File: src/rtl/core/cbm_pkg.sv
// shared types and constants of the cartridge bank mapper
// no dependencies
package cbm_pkg;

   localparam int unsigned MAX_ROM_BANKS = 512;
   localparam int unsigned MAX_RAM_BANKS = 4;
   localparam int unsigned MIN_ROM_BANKS = 2;

   localparam int unsigned ADDR_W      = 16;
   localparam int unsigned DATA_W      = 8;
   localparam int unsigned PHYS_W      = 23;
   localparam int unsigned TARGET_W    = 2;
   localparam int unsigned KIND_W      = 2;
   localparam int unsigned ROM_CNT_W   = 10;
   localparam int unsigned RAM_CNT_W   = 3;
   localparam int unsigned ROM_BANK_W  = 7;
   localparam int unsigned RAM_BANK_W  = 2;
   localparam int unsigned CSR_IDX_W   = 2;
   localparam int unsigned CSR_DATA_W  = 10;
   localparam int unsigned DIV_CNT_W   = 3;

   localparam logic [KIND_W-1:0] KIND_NONE = 2'd0;
   localparam logic [KIND_W-1:0] KIND_MBC1 = 2'd1;
   localparam logic [KIND_W-1:0] KIND_MBC2 = 2'd2;
   localparam logic [KIND_W-1:0] KIND_MBC3 = 2'd3;

   localparam logic [TARGET_W-1:0] TARGET_NONE = 2'd0;
   localparam logic [TARGET_W-1:0] TARGET_ROM  = 2'd1;
   localparam logic [TARGET_W-1:0] TARGET_RAM  = 2'd2;

   localparam logic [CSR_IDX_W-1:0] CSR_MAPPER_KIND = 2'd0;
   localparam logic [CSR_IDX_W-1:0] CSR_ROM_BANKS   = 2'd1;
   localparam logic [CSR_IDX_W-1:0] CSR_RAM_BANKS   = 2'd2;

   localparam logic [DATA_W-1:0]     RAM_ENABLE_KEY = 8'h0A;
   localparam logic [ROM_BANK_W-1:0] ROM_BANK_RESET = 7'd1;
   localparam logic [DIV_CNT_W-1:0]  DIV_LAST_BIT   = DIV_CNT_W'(ROM_BANK_W - 1);

   typedef enum logic [1:0] {
      ST_IDLE,
      ST_DECODE,
      ST_DIVIDE
   } cbm_state_type;

   typedef struct packed {
      logic load_item;
      logic decode;
      logic div_step;
   } cbm_cmd_type;

   typedef struct packed {
      logic need_div;
      logic div_last;
   } cbm_status_type;

endpackage

File: src/rtl/core/cbm_ctrl.sv
// control state machine of the cartridge bank mapper
// depends on cbm_pkg
module cbm_ctrl (
   input  logic                    clock,
   input  logic                    reset,
   input  logic                    start,
   input  cbm_pkg::cbm_status_type status,
   output cbm_pkg::cbm_cmd_type    cmd,
   output logic                    busy
);
   import cbm_pkg::*;

   cbm_state_type state_ff, state_in;

   always_ff @(posedge clock) begin
      if (reset) begin
         state_ff <= ST_IDLE;
      end else begin
         state_ff <= state_in;
      end
   end

   always_comb begin
      state_in = state_ff;
      unique case (state_ff)
         ST_IDLE: begin
            if (start) state_in = ST_DECODE;
         end
         ST_DECODE: begin
            state_in = status.need_div ? ST_DIVIDE : ST_IDLE;
         end
         ST_DIVIDE: begin
            if (status.div_last) state_in = ST_IDLE;
         end
         default: begin
            state_in = ST_IDLE;
         end
      endcase
   end

   always_comb begin
      cmd  = '0;
      busy = 1'b1;
      unique case (state_ff)
         ST_IDLE: begin
            busy          = 1'b0;
            cmd.load_item = start;
         end
         ST_DECODE: begin
            cmd.decode = 1'b1;
         end
         ST_DIVIDE: begin
            cmd.div_step = 1'b1;
         end
         default: begin
            busy = 1'b1;
         end
      endcase
   end

endmodule

File: src/rtl/core/cbm_dp.sv
// datapath of the cartridge bank mapper: config and bank registers,
// address decode and the bit-serial rom bank reduction; depends on cbm_pkg
module cbm_dp (
   input  logic                             clock,
   input  logic                             reset,
   input  cbm_pkg::cbm_cmd_type             cmd,
   output cbm_pkg::cbm_status_type          status,
   input  logic                             csr_write,
   input  logic [cbm_pkg::CSR_IDX_W-1:0]    csr_index,
   input  logic [cbm_pkg::CSR_DATA_W-1:0]   csr_wdata,
   input  logic                             req_operation,
   input  logic [cbm_pkg::ADDR_W-1:0]       req_address,
   input  logic [cbm_pkg::DATA_W-1:0]       req_write_value,
   output logic                             rsp_valid,
   output logic [cbm_pkg::TARGET_W-1:0]     rsp_target,
   output logic [cbm_pkg::PHYS_W-1:0]       rsp_phys_address,
   output logic                             rsp_ram_write
);
   import cbm_pkg::*;

   // configuration
   logic [KIND_W-1:0]    kind_ff;
   logic [ROM_CNT_W-1:0] rom_banks_ff;
   logic [RAM_CNT_W-1:0] ram_banks_ff;

   // bank state
   logic [ROM_BANK_W-1:0] rom_sel_ff;
   logic [RAM_BANK_W-1:0] ram_sel_ff;
   logic                  mode_ff;
   logic                  ram_en_ff;

   // captured item
   logic                  op_ff;
   logic [ADDR_W-1:0]     addr_ff;
   logic [DATA_W-1:0]     wval_ff;

   // result registers
   logic                  rsp_valid_ff;
   logic [TARGET_W-1:0]   target_ff;
   logic [PHYS_W-1:0]     phys_ff;
   logic                  ram_write_ff;

   // divider
   logic [ROM_BANK_W-1:0] div_num_ff;
   logic [ROM_BANK_W-1:0] div_rem_ff;
   logic [DIV_CNT_W-1:0]  div_cnt_ff;

   logic [ROM_CNT_W-1:0]  rom_mod;
   logic [RAM_CNT_W-1:0]  ram_mod;

   logic [TARGET_W-1:0]   target_in;
   logic [PHYS_W-1:0]     phys_in;
   logic                  ram_write_in;
   logic                  rom_store;
   logic [ROM_BANK_W-1:0] rom_n;
   logic                  ram_store;
   logic [RAM_BANK_W-1:0] ram_n;
   logic [RAM_BANK_W-1:0] ram_sel_in;
   logic                  ram_en_wr;
   logic                  mode_wr;
   logic                  key_hit;
   logic                  is_rom;
   logic                  is_ram;
   logic                  mapped_write;
   logic [1:0]            region;

   logic [ROM_BANK_W:0]   trial;
   logic [ROM_CNT_W-1:0]  diff;
   logic                  trial_ge;
   logic [ROM_BANK_W-1:0] rem_in;

   // clamp of the bank counts
   always_comb begin
      if (rom_banks_ff < ROM_CNT_W'(MIN_ROM_BANKS)) begin
         rom_mod = ROM_CNT_W'(MIN_ROM_BANKS);
      end else if (rom_banks_ff > ROM_CNT_W'(MAX_ROM_BANKS)) begin
         rom_mod = ROM_CNT_W'(MAX_ROM_BANKS);
      end else begin
         rom_mod = rom_banks_ff;
      end
      ram_mod = (ram_banks_ff > RAM_CNT_W'(MAX_RAM_BANKS)) ?
                RAM_CNT_W'(MAX_RAM_BANKS) : ram_banks_ff;
   end

   // ram bank reduction, the numerator stays below four
   always_comb begin
      case (ram_mod)
         3'd1:    ram_sel_in = '0;
         3'd2:    ram_sel_in = {1'b0, ram_n[0]};
         3'd3:    ram_sel_in = (ram_n == 2'd3) ? 2'd0 : ram_n;
         default: ram_sel_in = ram_n;
      endcase
   end

   // decode of the captured item
   always_comb begin
      is_rom       = !addr_ff[15];
      is_ram       = (addr_ff[15:13] == 3'b101);
      region       = addr_ff[14:13];
      key_hit      = (wval_ff == RAM_ENABLE_KEY);
      mapped_write = op_ff && is_rom;

      target_in    = TARGET_NONE;
      phys_in      = '0;
      ram_write_in = 1'b0;
      if (is_rom && !op_ff) begin
         target_in = TARGET_ROM;
         if (kind_ff == KIND_NONE || !addr_ff[14]) begin
            phys_in = PHYS_W'(addr_ff);
         end else begin
            phys_in = PHYS_W'({rom_sel_ff, addr_ff[13:0]});
         end
      end else if (is_ram) begin
         target_in    = TARGET_RAM;
         phys_in      = PHYS_W'({ram_sel_ff, addr_ff[12:0]});
         ram_write_in = op_ff && (kind_ff == KIND_NONE || ram_en_ff);
      end

      rom_store = 1'b0;
      rom_n     = '0;
      ram_store = 1'b0;
      ram_n     = '0;
      ram_en_wr = 1'b0;
      mode_wr   = 1'b0;
      if (mapped_write) begin
         case (kind_ff)
            KIND_MBC1: begin
               case (region)
                  2'd0: ram_en_wr = 1'b1;
                  2'd1: begin
                     rom_store = 1'b1;
                     rom_n     = {rom_sel_ff[6:5], wval_ff[4:0]};
                     if (wval_ff[4:0] == 5'd0) rom_n[0] = 1'b1;
                  end
                  2'd2: begin
                     if (!mode_ff) begin
                        rom_store = 1'b1;
                        rom_n     = {wval_ff[1:0], rom_sel_ff[4:0]};
                     end else begin
                        ram_store = 1'b1;
                        ram_n     = wval_ff[1:0];
                     end
                  end
                  default: mode_wr = 1'b1;
               endcase
            end
            KIND_MBC2: begin
               if (region == 2'd0 && !addr_ff[8]) ram_en_wr = 1'b1;
               if (region == 2'd1 && addr_ff[8]) begin
                  rom_store = 1'b1;
                  rom_n     = {3'b000, wval_ff[3:0]};
               end
            end
            KIND_MBC3: begin
               case (region)
                  2'd0: ram_en_wr = 1'b1;
                  2'd1: begin
                     rom_store = 1'b1;
                     rom_n     = wval_ff[6:0];
                     if (wval_ff[6:0] == 7'd0) rom_n = 7'd1;
                  end
                  2'd2: begin
                     ram_store = 1'b1;
                     ram_n     = wval_ff[1:0];
                  end
                  default: ram_store = 1'b0;
               endcase
            end
            default: rom_store = 1'b0;
         endcase
      end
   end

   // one restoring step per cycle, the remainder never exceeds the numerator
   always_comb begin
      trial    = {div_rem_ff, div_num_ff[ROM_BANK_W-1]};
      trial_ge = (ROM_CNT_W'(trial) >= rom_mod);
      diff     = ROM_CNT_W'(trial) - rom_mod;
      rem_in   = trial_ge ? diff[ROM_BANK_W-1:0] : trial[ROM_BANK_W-1:0];
   end

   assign status.need_div = rom_store;
   assign status.div_last = (div_cnt_ff == '0);

   always_ff @(posedge clock) begin
      if (reset) begin
         kind_ff      <= KIND_NONE;
         rom_banks_ff <= ROM_CNT_W'(MIN_ROM_BANKS);
         ram_banks_ff <= '0;
      end else if (csr_write) begin
         unique case (csr_index)
            CSR_MAPPER_KIND: kind_ff      <= csr_wdata[KIND_W-1:0];
            CSR_ROM_BANKS:   rom_banks_ff <= csr_wdata[ROM_CNT_W-1:0];
            CSR_RAM_BANKS:   ram_banks_ff <= csr_wdata[RAM_CNT_W-1:0];
            default:         kind_ff      <= kind_ff;
         endcase
      end
   end

   always_ff @(posedge clock) begin
      if (reset) begin
         rom_sel_ff   <= ROM_BANK_RESET;
         ram_sel_ff   <= '0;
         mode_ff      <= 1'b0;
         ram_en_ff    <= 1'b0;
         rsp_valid_ff <= 1'b0;
      end else begin
         rsp_valid_ff <= cmd.decode;
         if (cmd.decode) begin
            if (ram_en_wr) ram_en_ff <= key_hit;
            if (mode_wr) mode_ff <= wval_ff[0];
            if (ram_store && ram_mod != '0) ram_sel_ff <= ram_sel_in;
         end
         if (cmd.div_step && status.div_last) rom_sel_ff <= rem_in;
      end
   end

   always_ff @(posedge clock) begin
      if (cmd.load_item) begin
         op_ff   <= req_operation;
         addr_ff <= req_address;
         wval_ff <= req_write_value;
      end
      if (cmd.decode) begin
         target_ff    <= target_in;
         phys_ff      <= phys_in;
         ram_write_ff <= ram_write_in;
         div_num_ff   <= rom_n;
         div_rem_ff   <= '0;
         div_cnt_ff   <= DIV_LAST_BIT;
      end else if (cmd.div_step) begin
         div_num_ff <= {div_num_ff[ROM_BANK_W-2:0], 1'b0};
         div_rem_ff <= rem_in;
         div_cnt_ff <= div_cnt_ff - 1'b1;
      end
   end

   assign rsp_valid        = rsp_valid_ff;
   assign rsp_target       = target_ff;
   assign rsp_phys_address = phys_ff;
   assign rsp_ram_write    = ram_write_ff;

endmodule

File: src/rtl/core/cartridge_bank_mapper_top.sv
// top level of the cartridge bank mapper
// depends on cbm_pkg, cbm_ctrl and cbm_dp
//
// Translates CPU bus accesses into cartridge ROM or save-RAM byte addresses
// and keeps the bank registers of the selected mapper kind.
// Item channel: an item is taken when start is high and busy is low.
// Result channel: rsp_valid is high for one cycle with target, physical
// address and ram write flag; the receiver cannot hold it off.
// The item is captured, decoded and its result registered. Items do not
// overlap: busy is high during decode, and a write that loads a rom bank
// keeps it high through the divide state, one bank number bit per cycle,
// in the bit-serial remainder unit reducing it modulo the rom bank count.
// Config channel: csr_valid with csr_index and csr_wdata, always ready;
// write only while busy is low and no result is pending.
// Reset: synchronous; no mapper, 2 rom banks, no ram banks, rom bank 1,
// ram bank 0, rom banking mode, ram disabled.
module cartridge_bank_mapper_top (
   input  logic                             clock,
   input  logic                             reset,
   input  logic                             start,
   output logic                             busy,
   input  logic                             req_operation,
   input  logic [cbm_pkg::ADDR_W-1:0]       req_address,
   input  logic [cbm_pkg::DATA_W-1:0]       req_write_value,
   output logic                             rsp_valid,
   output logic [cbm_pkg::TARGET_W-1:0]     rsp_target,
   output logic [cbm_pkg::PHYS_W-1:0]       rsp_phys_address,
   output logic                             rsp_ram_write,
   input  logic                             csr_valid,
   output logic                             csr_ready,
   input  logic [cbm_pkg::CSR_IDX_W-1:0]    csr_index,
   input  logic [cbm_pkg::CSR_DATA_W-1:0]   csr_wdata
);
   import cbm_pkg::*;

   cbm_cmd_type    cmd;
   cbm_status_type status;
   logic           csr_write;

   assign csr_ready = 1'b1;
   assign csr_write = csr_valid && csr_ready;

   cbm_ctrl u_ctrl (
      .clock  (clock),
      .reset  (reset),
      .start  (start),
      .status (status),
      .cmd    (cmd),
      .busy   (busy)
   );

   cbm_dp u_dp (
      .clock            (clock),
      .reset            (reset),
      .cmd              (cmd),
      .status           (status),
      .csr_write        (csr_write),
      .csr_index        (csr_index),
      .csr_wdata        (csr_wdata),
      .req_operation    (req_operation),
      .req_address      (req_address),
      .req_write_value  (req_write_value),
      .rsp_valid        (rsp_valid),
      .rsp_target       (rsp_target),
      .rsp_phys_address (rsp_phys_address),
      .rsp_ram_write    (rsp_ram_write)
   );

endmodule

File: config.mk
export PLATFORM = sky130hd
export DESIGN_NAME = cartridge_bank_mapper_top
export DESIGN_NICKNAME = d
export VERILOG_FILES = /design/src/rtl/core/cbm_pkg.sv /design/src/rtl/core/cbm_ctrl.sv /design/src/rtl/core/cbm_dp.sv /design/src/rtl/core/cartridge_bank_mapper_top.sv
export SDC_FILE = /design/constraint.sdc
export NUM_CORES = 1
export LEC_CHECK = 0
export BUFFER_PORTS_ARGS = -buffer_cell sky130_fd_sc_hd__buf_4
export CAP_MARGIN = 5
export CORE_MARGIN = 2
export CORE_UTILIZATION = 55
export CTS_BUF_LIST = sky130_fd_sc_hd__clkbuf_8
export DETAILED_ROUTE_END_ITERATION = 12
export HOLD_SLACK_MARGIN = 0.12
export PLACE_DENSITY = 0.77
export REMOVE_ABC_BUFFERS = 1
export SLEW_MARGIN = 5
export SYNTH_ARGS = -nofsm -noshare
export SYNTH_HDL_FRONTEND = slang
export SYNTH_SLANG_ARGS = --single-unit
File: constraint.sdc
create_clock -name clock -period 6 [get_ports clock]
set_input_delay 1.2 -clock clock [delete_from_list [all_inputs] [get_ports clock]]
set_output_delay 1.2 -clock clock [all_outputs]
set_load 0.005 [all_outputs]
# --- Yosys cells after proc, flatten, opt, wreduce, memory -nomap -nowiden ---
# Index checks and enable logic that the tools add are counted.
totals:
  register_bits: 97
  in_bits: 41
  word_cells: 125
  output_inout_bits: 29
classes:
  n_eq_ne: 17
  n_bitwise: 1
  n_mux: 51
  addsub: 2
  order_cmp: 4
  n_reduce_logical: 32
ops:
  columns: ["op", "n"]
  rows:
  - ["two-way mux 7 bit", 7]
  - ["two-way mux 23 bit", 1]
  - ["two-way mux 21 bit", 1]
  - ["one-hot mux 7 bit (3 select lines)", 1]
  - ["two-way mux 10 bit", 2]
  - ["two-way mux 1 bit", 19]
  - ["two-way mux 2 bit", 9]
  - ["two-way mux 15 bit", 1]
  - ["one-hot mux 7 bit (2 select lines)", 1]
  - ["AND reduction 2 bit", 7]
  - ["== test 2 bit, second input constant", 6]
  - ["one-hot mux 2 bit (3 select lines)", 2]
  - ["greater-or-equal comparator 8 x 10 -> 1 bit", 1]
  - ["greater-than comparator 10 bit, second input constant", 1]
  - ["< comparator 10 x 2 -> 1 bit, second input constant", 1]
  - ["== test 2 x 1 -> 1 bit, second input constant", 4]
  - ["== test 8 x 4 -> 1 bit, second input constant", 1]
  - ["logical NOT 2 bit", 4]
  - ["logical AND 1 bit", 7]
  - ["logical NOT 7 bit", 1]
  - ["subtractor 7 bit", 1]
  - ["== test 3 x 2 -> 1 bit, second input constant", 2]
  - ["one-hot mux 1 bit (2 select lines)", 3]
  - ["logical NOT 5 bit", 1]
  - ["17 further kinds", 23]

# --- Logic depth before layout (Yosys ltp) ---
# Gate-level depths: netlist (run 1).
logic_depth:
  word_depth: 7
  mapped_depth: 12
  mapped_depth_nobuf: 11

# --- Modules after synthesis ---
# A second synthesis (run 1) with hierarchy kept.
unflattened:
  hier_cells: 387
  area_unflattened_um2: 4376.7
by_module_without_submodules:
  columns: ["mod", "cells_each", "area_per_inst_um2", "seq_area_each_um2", "n_inst"]
  rows:
  - ["cbm_dp", 375, 4270.3, 2422.3, 1]
  - ["cbm_ctrl", 10, 95.1, 40.0, 1]
  - ["cartridge_bank_mapper_top", 2, 11.3, 0.0, 1]

# --- Worst setup path after synthesis (run 1) ---
# Ideal clock, no wire load.
synth_path:
  kind: "register to register"
  from: "register u_dp.rom_banks_ff[2]"
  to: "register u_dp.div_rem_ff[3]"
  synth_period_minus_slack_ns: 2.717
  required_time_ns: 5.861
  path_slack_ns: 3.283
  stages_incl_launch_ff: 12
  n_path_buf: 1
  setup_ns: 0.139
  arrival_time_ns: 2.578
  path_cell_list: "dfxtp_1 or4_1 nor2_1 nor3b_1 ha_1 fa_1 nand2b_1 a31oi_2 o31a_1 buf_6 mux2i_1 a211oi_1"
synth_between:
  elab_chain_cells: 5
  word_cells_on_any_way: 7
  cone_classes: "1 x add/sub; 3 x order compare; 3 x mux"
synth_rtl:
  columns: ["element", "line_no", "rtl"]
  rows:
  - ["from (decl)", "cbm_dp.sv:23", "logic [ROM_CNT_W-1:0] rom_banks_ff;"]
  - ["from (signal assigned)", "cbm_dp.sv:188", "rom_banks_ff <= ROM_CNT_W'(MIN_ROM_BANKS);"]
  - ["from (signal assigned)", "cbm_dp.sv:193", "CSR_ROM_BANKS: rom_banks_ff <= csr_wdata[ROM_CNT_W-1:0];"]
  - ["greater-than comparator 10 bit", "cbm_dp.sv:76", "end else if (rom_banks_ff > ROM_CNT_W'(MAX_ROM_BANKS)) begin"]
  - ["two-way mux 10 bit", "cbm_dp.sv:76", null]
  - ["two-way mux 10 bit *", "cbm_dp.sv:74", "if (rom_banks_ff < ROM_CNT_W'(MIN_ROM_BANKS)) begin"]
  - ["greater-or-equal comparator 8 x 10 -> 1 bit / subtractor 7 bit (equally long branches)", "cbm_dp.sv:177, cbm_dp.sv:178", null]
  - ["two-way mux 7 bit *", "cbm_dp.sv:179", "rem_in = trial_ge ? diff[ROM_BANK_W-1:0] : trial[ROM_BANK_W-1:0];"]
  - ["to (signal assigned)", "cbm_dp.sv:233", "div_rem_ff <= rem_in;"]
  - ["to (decl)", "cbm_dp.sv:45", "logic [ROM_BANK_W-1:0] div_rem_ff;"]
# Mark *: on every way between the ends. The rest lies on a longest branch, timed or not.
# A chain may end at the register's enable or synchronous reset.

# --- Worst setup path after layout (run 1) ---
layout_path:
  from: "register u_dp.rom_banks_ff[2]"
  to: "register u_dp.rom_sel_ff[6]"
layout_between:
  elab_chain_cells: 5
  word_cells_on_any_way: 7
  cone_classes: "1 x add/sub; 3 x order compare; 3 x mux"
layout_rtl:
  columns: ["element", "line_no", "rtl"]
  rows:
  - ["greater-than comparator 10 bit", "cbm_dp.sv:76", null]
  - ["two-way mux 10 bit", "cbm_dp.sv:76", null]
  - ["two-way mux 10 bit *", "cbm_dp.sv:74", null]
  - ["greater-or-equal comparator 8 x 10 -> 1 bit / subtractor 7 bit (equally long branches)", "cbm_dp.sv:177, cbm_dp.sv:178", null]
  - ["two-way mux 7 bit *", "cbm_dp.sv:179", null]
  - ["to (signal assigned)", "cbm_dp.sv:214", "if (cmd.div_step && status.div_last) rom_sel_ff <= rem_in;"]
  - ["to (decl)", "cbm_dp.sv:27", "logic [ROM_BANK_W-1:0] rom_sel_ff;"]
# Marks and branches as above.

==> results of run 1 <==
==> Yosys cell counts (10+ instances only) <==
cell / number / area, µm²
ha_1: 17 / 212.7
o21ai_0: 10 / 50.05
nor2_1: 54 / 202.7
nor2b_1: 15 / 93.84
a211oi_1: 10 / 75.07
dfxtp_1: 39 / 780.8
a21oi_1: 15 / 75.07
edfxtp_1: 56 / 1682
inv_1: 21 / 78.83
nand2b_1: 16 / 100.1
mux2i_1: 20 / 200.2
nand2_1: 14 / 52.55
==> worst paths after layout <==
check                       end                  from  slack, ns  cells after the start
max          u_dp.rom_sel_ff[6]  u_dp.rom_banks_ff[2]       2.81                     10
min          u_dp.ram_sel_ff[1]    u_dp.ram_sel_ff[1]       0.49                      2
max reg2reg  u_dp.rom_sel_ff[6]  u_dp.rom_banks_ff[2]       2.81                     10
min reg2reg  u_dp.ram_sel_ff[1]    u_dp.ram_sel_ff[1]       0.49                      2
==> power by group through the flow <==
stage / logic [mW] / registers [mW] / clock network (mW)
6_report: 0.120 / 0.738 / 0.418
5_1_grt: 0.133 / 0.742 / 0.453
4_1_cts: 0.121 / 0.738 / 0.424
3_5_place_dp: 0.121 / 0.753 / 0
3_3_place_gp: 0.117 / 0.752 / 0
2_1_floorplan: 0.0630 / 0.750 / 0
==> state kept, by name (all words and copies together), names as in the netlist <==
name,cells
u_dp.rom_banks_ff,10
u_dp.rom_sel_ff,7
u_dp.div_num_ff,7
u_dp.rsp_valid,1
u_dp.rsp_ram_write,1
u_dp.wval_ff,8
u_dp.addr_ff,16
u_dp.ram_sel_ff,2
u_dp.rsp_target,2
u_dp.kind_ff,2
u_dp.op_ff,1
u_dp.div_cnt_ff,3
u_dp.ram_en_ff,1
u_ctrl.state_ff,2
u_dp.rsp_phys_address,21
u_dp.ram_banks_ff,3
u_dp.mode_ff,1
u_dp.div_rem_ff,7
==> cell usage in the layout (no fill, tap or decap), types with 5 or more instances in the layout <==
master	count
nor2b_1	15
nand2_1	14
nand2b_1	16
inv_1	21
dfxtp_1	39
edfxtp_1	56
a21oi_1	15
clkbuf_8	9
a22oi_1	5
a211oi_1	10
nor2_1	54
mux2i_1	20
o21ai_0	10
ha_1	17
buf_4	67
and2_1	8
==> cell families (layout without fill, tap and decap cells) <==
| group | Yosys count | in the layout | share of synthesized area |
|---|---|---|---|
| xor gates and xnor gates | 4 | 4 | 0.008172 |
| and+or+nand+nor | 138 | 138 | 0.1643 |
| buffers and inverters | 39 | 104 | 0.03968 |
| DFF | 95 | 95 | 0.5743 |
| other | 2 | 3 | 0.001751 |
| adders and majority gates | 18 | 18 | 0.05427 |
| muxes | 21 | 21 | 0.04931 |
| AOI/OAI and AO/OA | 68 | 68 | 0.1083 |
==> cell type report <==
class	count	area share
Clock inverter	7	0.01517
Multi-Input combinational cell	252	0.3298
Sequential cell	95	0.4894
Tap cell	102	0.02537
Clock buffer	9	0.02462
Timing Repair Buffer	67	0.09997
Inverter	21	0.01567
==> stage by stage <==
step,utilization,worst slack [ns]
global placement,0.6317,2.947
global route,0.6579,2.630
finish,0.6579,2.811
CTS,0.6579,2.794
floorplan,-,3.134
detailed placement,0.6317,2.812
==> worst min-delay path, stage by stage (launching register included) <==
cell,delay [ns]
dfxtp_1,0.33
nand2b_1,0.07
a21oi_1,0.05
==> routing by layer <==
metal / wire length, µm / up-vias / share of wire / track usage
met5: 0 / - / 0 / 0
met2: 3923 / 97 / 0.47 / 0.3284
li1: - / 1487 / - / -
met1: 3802 / 1385 / 0.46 / 0.2763
met3: 438 / 13 / 0.053 / 0.04231
met4: 158 / 0 / 0.019 / 0.08582
==> summary.md, run 1 <==
| Metric | Value |
|---|---|
| Run status | finished, final reports clean |
| Power, Total | 1.276 mW |
| DP HPWL | 5965 µm |
| Die area | 8518 µm² |
| Hold Path Class | flop to flop |
| Die X | 92.30 µm |
| FP Rows | 32 |
| Placed cell areas | 4831 µm² |
| CTS hold repair buffers | 0 |
| Leakage | 1.983 nW |
| Buf/Inv on CP | 0 |
| Logic pwr share | 0.094 |
| Part of the power in the clock network | 0.328 |
| Worst-Skew Late Latency | 0.37 ns |
| Reg clk slew, reported paths | 0.10 ns |
| CP arrival | 3.46 ns |
| Crit-path max FO | 12 |
| Via count | 2982 |
| Total grt overflow | 0 |
| Worst Tran Pin Value | 1.141 ns |
| Register area | 2462 µm² |
| Switching Share | 0.2581 |
| Core region area | 7647 µm² |
| Fin cells | 553 |
| Number of global-route vias before repair | 2916 |
| Power density over the cells | 253.7 nW/µm² |
| Area Growth Syn to Fin | 17.33% |
| VDD IR-drop max | 0.0001364 V |
| DR pass1 iterations | 4 |
| Number of vias per cell | 5.392 |
| Post-synth EDFFs | 56 |
| Period minus WS final | 3.189 ns |
| Power share of the sequential group | 0.578 |
| Root Driver | clkbuf_8 |
| Fin Clk Skew | 0.01310 ns |
| Ys async rst share | 0 |
| Filler cells | 590 |
| Critical path class | flop to flop |
| Yosys warnings | 0 |
| Die Y | 92.30 µm |
| DR WL/cell | 15.05 µm |
| Multi-input logic area | 1659 µm² |
| Drt total wl | 8323 µm |
| Tcrit/Tclk final | 0.5315 |
| Worst rel slew slack | 0.2391 |
| Slew Viols, Final | 0 |
| Sequential area share after synthesis | 0.5743 |
| Post-layout instance area | 5031 µm² |
| Ratio of cells with drive above 1 in the final layout | 0.1951 |
| CP delay by family, top | simple AND/OR/NAND/NOR gates |
| Fin nets | 505 |
| Synth cell types | 54 |
| Final setup TNS | 0 ns |
| Detailed router's first-iteration violation count | 190 |
| Pin count of the biggest net entering global routing | 42 |
| Int Pwr | 0.9468 mW |
| CTS H-tree depth | 3 |
| Critical path required time | 6.27 ns |
| First-pass GRT wire length | 13710 µm |
| Ant diodes | 0 |
| Mapped Area | 4288 µm² |
| Setup violations, final | 0 |
| CP max-delay cell | or4_1 |
| Clock Sinks | 95 |
| CTS Buf Count | 9 |
| Post-CTS setup repair buffer count | 0 |
| Clock Tree Buf Depth | 2 |
| Post-cts resize count | 0 |
| Port Buffer Count | 66 |
| TritonCTS clock tree | done |
| Tot GR Track Use | 0.2058 |
| Peak Freq | 0.3136 GHz |
| Final Wtd Congestion | 0.8761 |
| Synthesis-stage register bit count | 95 |
| CP Launch Type | flop |
| Critical-path cell list | or4_1 -> nor2_1 -> nor3b_1 -> ha_1 -> fa_1 -> nand2b_1 -> a31oi_2 -> o31a_1 -> nand3_1 -> a311oi_1 |
| RSZ-0062 raised after global routing | false |
| Antenna violations before repair | 0 |
| NetSw | 0.3294 mW |
| Main synth FF type | edfxtp_1 |
| Placed insts | 537 |
| Worst Hold Slack | 0.4871 ns |
| # IOs | 70 |
| Initial Utilization | 0.5607 |
| Max stage delay on crit path | 0.53 ns |
| Drc violations | 0 |
| Hold Fails Final Rpt | 0 |
| Antenna Violating Nets Remaining | 0 |
| Max Cap Viol | 0 |
| Mapped Cells | 385 |
| CP Capture Type | flop |
| Avg Synthesized Cell Area | 11.14 µm² |
(Power assumes the default switching activity.)
==> inputs of run 2 (changes only) <==
- ABC_AREA: unset -> 1
- clock period: 6 -> 3.01 ns (I/O delays scaled with it)
==> run 2 against run 1 <==
- sequential share of layout area shrank 2.7 points
- critical path depth rose by 6
- global-route usage rose by 1.2 points
- cell area is 5.9% higher
- hold slack worse by 0.091 ns
- final cell count increased by 23%
- combinational power grew to 12 times the previous value
- worst setup slack got worse by 2.4 ns
- routed wire length grew 13%
- sequential power increased by 150%
- synthesized area is 6.1% higher
- largest cell class unchanged
- highest routed layer unchanged
==> summary.md, run 2 <==
| Metric | Value |
|---|---|
| Run status | finished, final reports clean |
| Initial Utilization | 0.5591 (-0.001555) |
| Yosys warnings | 0 (unchanged) |
| Main synth FF type | edfxtp_1 |
| R2R setup slack | 0.46 ns (-2.35 ns) |
| Ant diodes | 0 (unchanged) |
| Reg clk slew, reported paths | 0.11 ns (about the same) |
| Pin count of the biggest net entering global routing | 26 (-38%) |
| Peak Freq | 0.3922 GHz (+25%) |
| Crit-path max FO | 7 (-5) |
| Post-synth top area cell | edfxtp_1 |
| Avg Synthesized Cell Area | 9.078 µm² (-18%) |
| Number of vias per cell | 5.131 (-4.9%) |
| Hold Fails Final Rpt | 0 (unchanged) |
| Post-synth top cells | inv_1 (78), nand2_1 (72), nor2_1 (67), edfxtp_1 (56), dfxtp_1 (39) |
| Drt total wl | 9367 µm (+13%) |
| Top layer in use | met4 |
| CTS H-tree depth | 3 (unchanged) |
| Hold Path Class | input pin to flop |
| DP Worst Slack | 0.4639 ns (-2.348 ns) |
| Met1 WL | 4223 µm (+11%) |
| Length of routed met3 wiring | 527 µm (+20%) |
| DR pass1 iterations | 4 (unchanged) |
| Die X | 94.94 µm (+2.9%) |
| Mapped Cells | 501 (+30%) |
| Most frequent cells in the layout | inv_1 (78), nand2_1 (72), buf_4 (68) |
| Port Buffer Count | 66 (unchanged) |
| VDD IR-drop max | 0.0003175 V (+130%) |
| Worst-Skew Late Latency | 0.37 ns (about the same) |
| CP arrival | 2.82 ns (-0.64 ns) |
| CP Capture Type | flop |
| Fin nets | 630 (+25%) |
| Max FFs per register | 21 (unchanged) |
| Clock Tree Buf Depth | 2 (unchanged) |
| First-pass GRT wire length | 15120 µm (+10%) |
| Tcrit/Tclk final | 0.8470 (+0.3155) |
| Period minus WS final | 2.549 ns (-0.6394 ns) |
| Buf/Inv on CP | 2 (+2) |
| CTS Buf Count | 9 (unchanged) |
| Drc violations | 0 (unchanged) |
| Detailed router's first-iteration violation count | 231 (+22%) |
| Antenna violations before repair | 0 (unchanged) |
| Core region area | 8134 µm² (+6.4%) |
| Die area | 9013 µm² (+5.8%) |
| Met2 WL post-DR | 4451 µm (+13%) |
| Critical-path cell list | or2_1 -> nor3_2 -> nand3_2 -> o21ai_2 -> nand2_1 -> ha_1 -> nand2_2 -> inv_2 -> nand2_2 -> nand2_2 -> nand2_1 -> nand4_4 -> nand2_2 -> nand3_1 -> nand2_1 -> inv_1 |
| Top cell by count, worst path | nand2_2 |
| CP Launch Type | flop |
| Yosys top cell area share | 0.3697 (-0.02244) |
| Synthesis-stage register bit count | 95 (unchanged) |
| Mapped Area | 4548 µm² (+6.1%) |
| # IOs | 70 (unchanged) |
| Via count | 3494 (+17%) |
| Placed cell areas | 5140 µm² (+6.4%) |
| Die Y | 94.94 µm (+2.9%) |
| Post-CTS setup repair buffer count | 0 (unchanged) |
| Total grt overflow | 0 (unchanged) |
| Final core area utilization | 0.6550 (-0.002910) |
| DR WL/cell | 13.75 µm (-8.6%) |
| Ratio of cells with drive above 1 in the final layout | 0.2066 (+0.01148) |
| Leakage | 2.363 nW (+19%) |
| Post-cts resize count | 0 (unchanged) |
| Final Wtd Congestion | 0.8874 (+1.3%) |
| Post-synth EDFFs | 56 (unchanged) |
| Synth area leaders | edfxtp_1 (37%), dfxtp_1 (17%), inv_1 (6.4%) |
| Critical path required time | 3.28 ns (-2.99 ns) |
| Slew Viols, Final | 0 (unchanged) |
| Max Cap Viol | 0 (unchanged) |
| Fin Clk Skew | 0.01034 ns (-0.002759 ns) |
| Sequential area share after synthesis | 0.5414 (-0.03286) |
| Power density over the cells | 759.7 nW/µm² (+200%) |
| Tot GR Track Use | 0.2174 (+0.01161) |
| Area Growth Syn to Fin | 17.14% |
| Worst Tran Pin Value | 0.9320 ns (-0.2095 ns) |
| Critical path class | flop to flop |
| Max stage delay on crit path | 0.35 ns (-0.18 ns) |
| Synth cell types | 39 (-28%) |
| Ys async rst share | 0 (unchanged) |
| Root Driver | clkbuf_8 |
| Setup WS post-layout | 0.4606 ns (-2.351 ns) |
| Most frequent cell after synthesis | inv_1 |
| Antenna Violating Nets Remaining | 0 (unchanged) |
| Number of global-route vias before repair | 3234 (+11%) |
| CTS hold repair buffers | 0 (unchanged) |
| TritonCTS clock tree | done |
| DP HPWL | 7196 µm (+21%) |
| FP Rows | 33 (+3.1%) |
| Post-layout instance area | 5328 µm² (+5.9%) |
| Commonest non-fill, non-tap cell in the layout | inv_1 |
| Worst rel slew slack | 0.3780 (+0.1390) |
| CP delay by family, top | simple AND/OR/NAND/NOR gates |
| Clock Sinks | 95 (unchanged) |
| CP max-delay cell | ha_1 |
| Final setup TNS | 0 ns (unchanged) |
| Setup violations, final | 0 (unchanged) |
| RSZ-0062 raised after global routing | false |
## run 2: layout make-up
cell class / count / area, µm²
Timing Repair Buffer: 68 / 510.5
Fill cell: 665 / 2806
Multi-Input combinational cell: 313 / 1720
Inverter: 84 / 315.3
Clock inverter: 7 / 63.81
Clock buffer: 9 / 123.9
Tap cell: 105 / 131.4
Sequential cell: 95 / 2462
## run 2: logic make-up (layout without fill, tap and decap cells)
kind of cell             count (synthesis)  count (layout)  synth area share
AND/OR/NAND/NOR                        209             209            0.2198
flip-flops                              95              95            0.5414
buffers and inverters                   94             168           0.08115
AO/OA/AOI/OAI                           80              80           0.09904
adder cells (fa/ha/maj)                 18              18           0.05117
XOR/XNOR                                 3               3          0.005778
other                                    2               3          0.001651
## run 2: final timing paths
| kind | cells after the start | end | startpoint |
|---|---|---|---|
| max | 16 | u_dp.div_rem_ff[5] | u_dp.rom_banks_ff[6] |
| min | 1 | u_dp.addr_ff[5] | req_address[5] |
| max reg2reg | 16 | u_dp.div_rem_ff[5] | u_dp.rom_banks_ff[6] |
| min reg2reg | 2 | u_dp.div_cnt_ff[1] | u_dp.div_cnt_ff[1] |
## run 2: report_power, final
part,switching (mW),internal [mW]
clock network,0.486,0.321
logic,0.889,0.540
registers,0.122,1.69
## run 2: layer usage
metal | vias to the layer above | track usage
met5 | - | 0
met4 | 0 | 0.07488
met3 | 13 | 0.03990
met2 | 107 | 0.3511
met1 | 1595 | 0.2951
li1 | 1779 | -
## run 2: per-stage QoR
step                      hold slack, ns  cells  total power [mW]
final                             0.3964    681             4.047
after global routing              0.3780    681             4.306
after CTS                         0.3878    681             4.066
after detailed placement          0.4589    665             3.277
after global placement            0.4516    665             3.214
after floorplan                   0.4381    492             2.827
## run 2: worst reg2reg max path: cells and delay by family, from the launching register on
kind	cells	cell delay, ns
simple gates	12	1.44
fa+ha+maj	1	0.35
flops	1	0.33
compound gates	1	0.24
buf+inv	2	0.09
==> inputs of run 3 (changes only) <==
- ABC_AREA: 1 -> 0
- CORE_UTILIZATION: 55 -> 53
- PLACE_DENSITY: 0.77 -> 0.78
- clock period: 3.01 -> 2.2 ns (I/O delays scaled with it)
==> run 3 against run 2 <==
- the run now ends with setup timing left
- flip-flop and latch count is the same
- global-route usage down 0.45 points
- combinational power fell by 71%
- via count down 8.9%
- non-clock buffer count is 30 higher
- routed wire length is 5.8% lower
- die area down 2.1%
- highest routed layer unchanged
- clock skew down 0.0037 ns
- fmax decreased by 9.2%
- critical path depth fell by 2
==> summary.md, run 3 (same netlist as run 1, synthesis figures left out) <==
| Metric | Value |
|---|---|
| Ratio of cells with drive above 1 in the final layout | 0.2946 (+0.08801) |
| CP Launch Type | flop |
| Fin Clk Skew | 0.006675 ns (-0.003662 ns) |
| Tot GR Track Use | 0.2129 (-0.004475) |
| Critical path class | flop to flop |
| Clock Sinks | 95 (unchanged) |
| CP arrival | 3.05 ns (+0.23 ns) |
| Critical path required time | 2.45 ns (-0.83 ns) |
| Met2 WL post-DR | 4460 µm (+0.20%) |
| RSZ-0062 raised after global routing | true |
| Antenna Violating Nets Remaining | 0 (unchanged) |
| VDD IR-drop max | 0.0003518 V (+11%) |
| R2R depth | 14 (-2) |
| Hold Fails Final Rpt | 0 (unchanged) |
| R2R setup slack | -0.61 ns (-1.07 ns) |
| CTS hold repair buffers | 0 (unchanged) |
| Leakage | 2.162 nW (-8.5%) |
| Fin nets | 536 (-15%) |
| Crit path depth | 14 (-2) |
| Worst Setup SP | u_dp.rom_banks_ff[5] |
| Run status | finished with violations |
| Initial Utilization | 0.5520 (-0.007115) |
| CP max-delay cell | or4_4 |
| CP Capture Type | flop |
| Tcrit/Tclk final | 1.276 (+0.4291) |
| CP endpoint | u_dp.div_rem_ff[1] |
| Drc violations | 0 (unchanged) |
| Slew Viols, Final | 0 (unchanged) |
| Commonest non-fill, non-tap cell in the layout | buf_4 |
| Ant diodes | 0 (unchanged) |
| Power, Total | 3.542 mW (-12%) |
| First-pass GRT wire length | 14500 µm (-4.1%) |
| Top layer in use | met4 |
| Detailed router's first-iteration violation count | 211 (-8.7%) |
| Die X | 93.95 µm (-1.0%) |
| Worst Tran Pin Value | 0.5778 ns (-0.3541 ns) |
| Clock Tree Buf Depth | 2 (unchanged) |
| R2R Path End | u_dp.div_rem_ff[1] |
| Power density over the cells | 656.4 nW/µm² (-14%) |
| DP HPWL | 6260 µm (-13%) |
| Number of global-route vias before repair | 3030 (-6.3%) |
| Setup WS post-layout | -0.6073 ns (-1.068 ns) |
| CTS Buf Count | 9 (unchanged) |
| Critical-path cell list | or4_4 -> nor2_4 -> buf_6 -> nor2_4 -> nor2_4 -> inv_2 -> ha_4 -> nand4_1 -> a31oi_4 -> o31a_1 -> buf_6 -> buf_6 -> o211ai_1 -> a21oi_1 |
| TritonCTS clock tree | done |
| Period minus WS final | 2.807 ns (+0.2579 ns) |
| DR WL/cell | 15.10 µm (+9.8%) |
| Root Driver | clkbuf_8 |
| CTS H-tree depth | 3 (unchanged) |
| Die area | 8826 µm² (-2.1%) |
| CP delay by family, top | simple AND/OR/NAND/NOR gates |
| Area Growth Syn to Fin | 25.85% |
| Failing checks | setup timing |
| Reg clk slew, reported paths | 0.10 ns (about the same) |
| Worst-Skew Late Latency | 0.37 ns (about the same) |
| # IOs | 70 (unchanged) |
| Met1 WL | 3812 µm (-9.7%) |
| Total grt overflow | 0 (unchanged) |
| Number of vias per cell | 5.449 (+6.2%) |
| Die Y | 93.95 µm (-1.0%) |
| DR pass1 iterations | 4 (unchanged) |
| Drt total wl | 8821 µm (-5.8%) |
| Worst reg2reg path startpoint | u_dp.rom_banks_ff[5] |
| Core region area | 7767 µm² (-4.5%) |
| FP Rows | 32 (-3.0%) |
| Max stage delay on crit path | 0.54 ns (+0.19 ns) |
| Via count | 3182 (-8.9%) |
| Length of routed met3 wiring | 402 µm (-24%) |
| Port Buffer Count | 66 (unchanged) |
| Worst rel slew slack | 0.6122 (+0.2342) |
| Buf/Inv on CP | 4 (+2) |
| Pin count of the biggest net entering global routing | 41 (+58%) |
| Fin cells | 584 (-14%) |
| DP Worst Slack | -0.6343 ns (-1.098 ns) |
| Peak Freq | 0.3562 GHz (-9.2%) |
| Crit-path max FO | 5 (-2) |
| Hold Path Class | input pin to flop |
| Most frequent cells in the layout | buf_4 (95), edfxtp_1 (56), nor2_1 (51) |
| Max FFs per register | 21 (unchanged) |
| Antenna violations before repair | 0 (unchanged) |
| Setup violations, final | 14 (+14) |
| Max Cap Viol | 0 (unchanged) |
| Placed insts | 566 (-15%) |
| Final Wtd Congestion | 0.8414 (-5.2%) |
[run 3: cell count changes in the layout (fill, tap and decap cells not counted), moves of 18 or more]
cell	previous run	this run
buf_4	68	95
inv_1	78	20
mux2i_1	0	18
nand2_1	72	14
nand3_1	25	2
o21ai_0	37	10
[run 3: area by class of cell]
| cell class | count | area [µm²] |
|---|---|---|
| clock buffer | 9 | 123.9 |
| sequential | 95 | 2466 |
| fill | 597 | 2371 |
| clock inverter | 7 | 68.82 |
| tap | 102 | 127.6 |
| timing repair buffer | 98 | 747.0 |
| multi-input combinational | 252 | 1784 |
| inverter | 21 | 78.83 |
[run 3: worst register-to-register path: stages, from the launching register on]
cell,delay (ns)
dfxtp_2,0.33
or4_4,0.54
nor2_4,0.15
buf_6,0.11
nor2_4,0.03
nor2_4,0.10
inv_2,0.05
ha_4,0.24
nand4_1,0.16
a31oi_4,0.11
o31a_1,0.33
buf_6,0.14
buf_6,0.12
o211ai_1,0.18
a21oi_1,0.09
[run 3: how the worst min path moves through the flow]
stage          depth (start not counted)                 end  slack (ns)          startpoint
5_1_grt                                1     u_dp.addr_ff[7]        0.22      req_address[7]
3_5_place_dp                           2      u_dp.ram_en_ff        0.47      u_dp.ram_en_ff
4_1_cts                                1     u_dp.addr_ff[4]        0.22      req_address[4]
3_3_place_gp                           2      u_dp.ram_en_ff        0.46      u_dp.ram_en_ff
2_1_floorplan                          2  u_dp.rom_sel_ff[1]        0.44  u_dp.rom_sel_ff[1]
6_report                               1     u_dp.addr_ff[6]        0.24      req_address[6]
[run 3: power breakdown]
group	switching [mW]	internal (mW)	leakage, nW	total, mW
Combinational	0.198	0.215	1.21	0.412
Clock	0.672	0.447	0.100	1.12
Sequential	0.0391	1.97	0.853	2.01
[run 3: stage by stage]
stage / cell area [µm²] / setup TNS (ns) / util / hold slack, ns
2_1_floorplan: 4200 / -8.941 / - / 0.4391
3_3_place_gp: 5049 / -6.965 / 0.6500 / 0.4644
3_5_place_dp: 5049 / -8.095 / 0.6500 / 0.4722
4_1_cts: 5349 / -6.873 / 0.6886 / 0.2225
5_1_grt: 5396 / -9.752 / 0.6947 / 0.2175
6_report: 5396 / -8.103 / 0.6947 / 0.2404
[run 3: per-layer routing]
metal / track usage / vias up
li1: - / 1553
met1: 0.2772 / 1534
met2: 0.3560 / 84
met3: 0.04254 / 11
met4: 0.07246 / 0
met5: 0 / -
[run 3: what timing repair did]
item                       4_1_cts  5_1_grt
cloned                           0        0
gates resized for setup         21       11
setup buffers                    1        2
setup endpoints to repair       14       14
pin swaps                       11       17
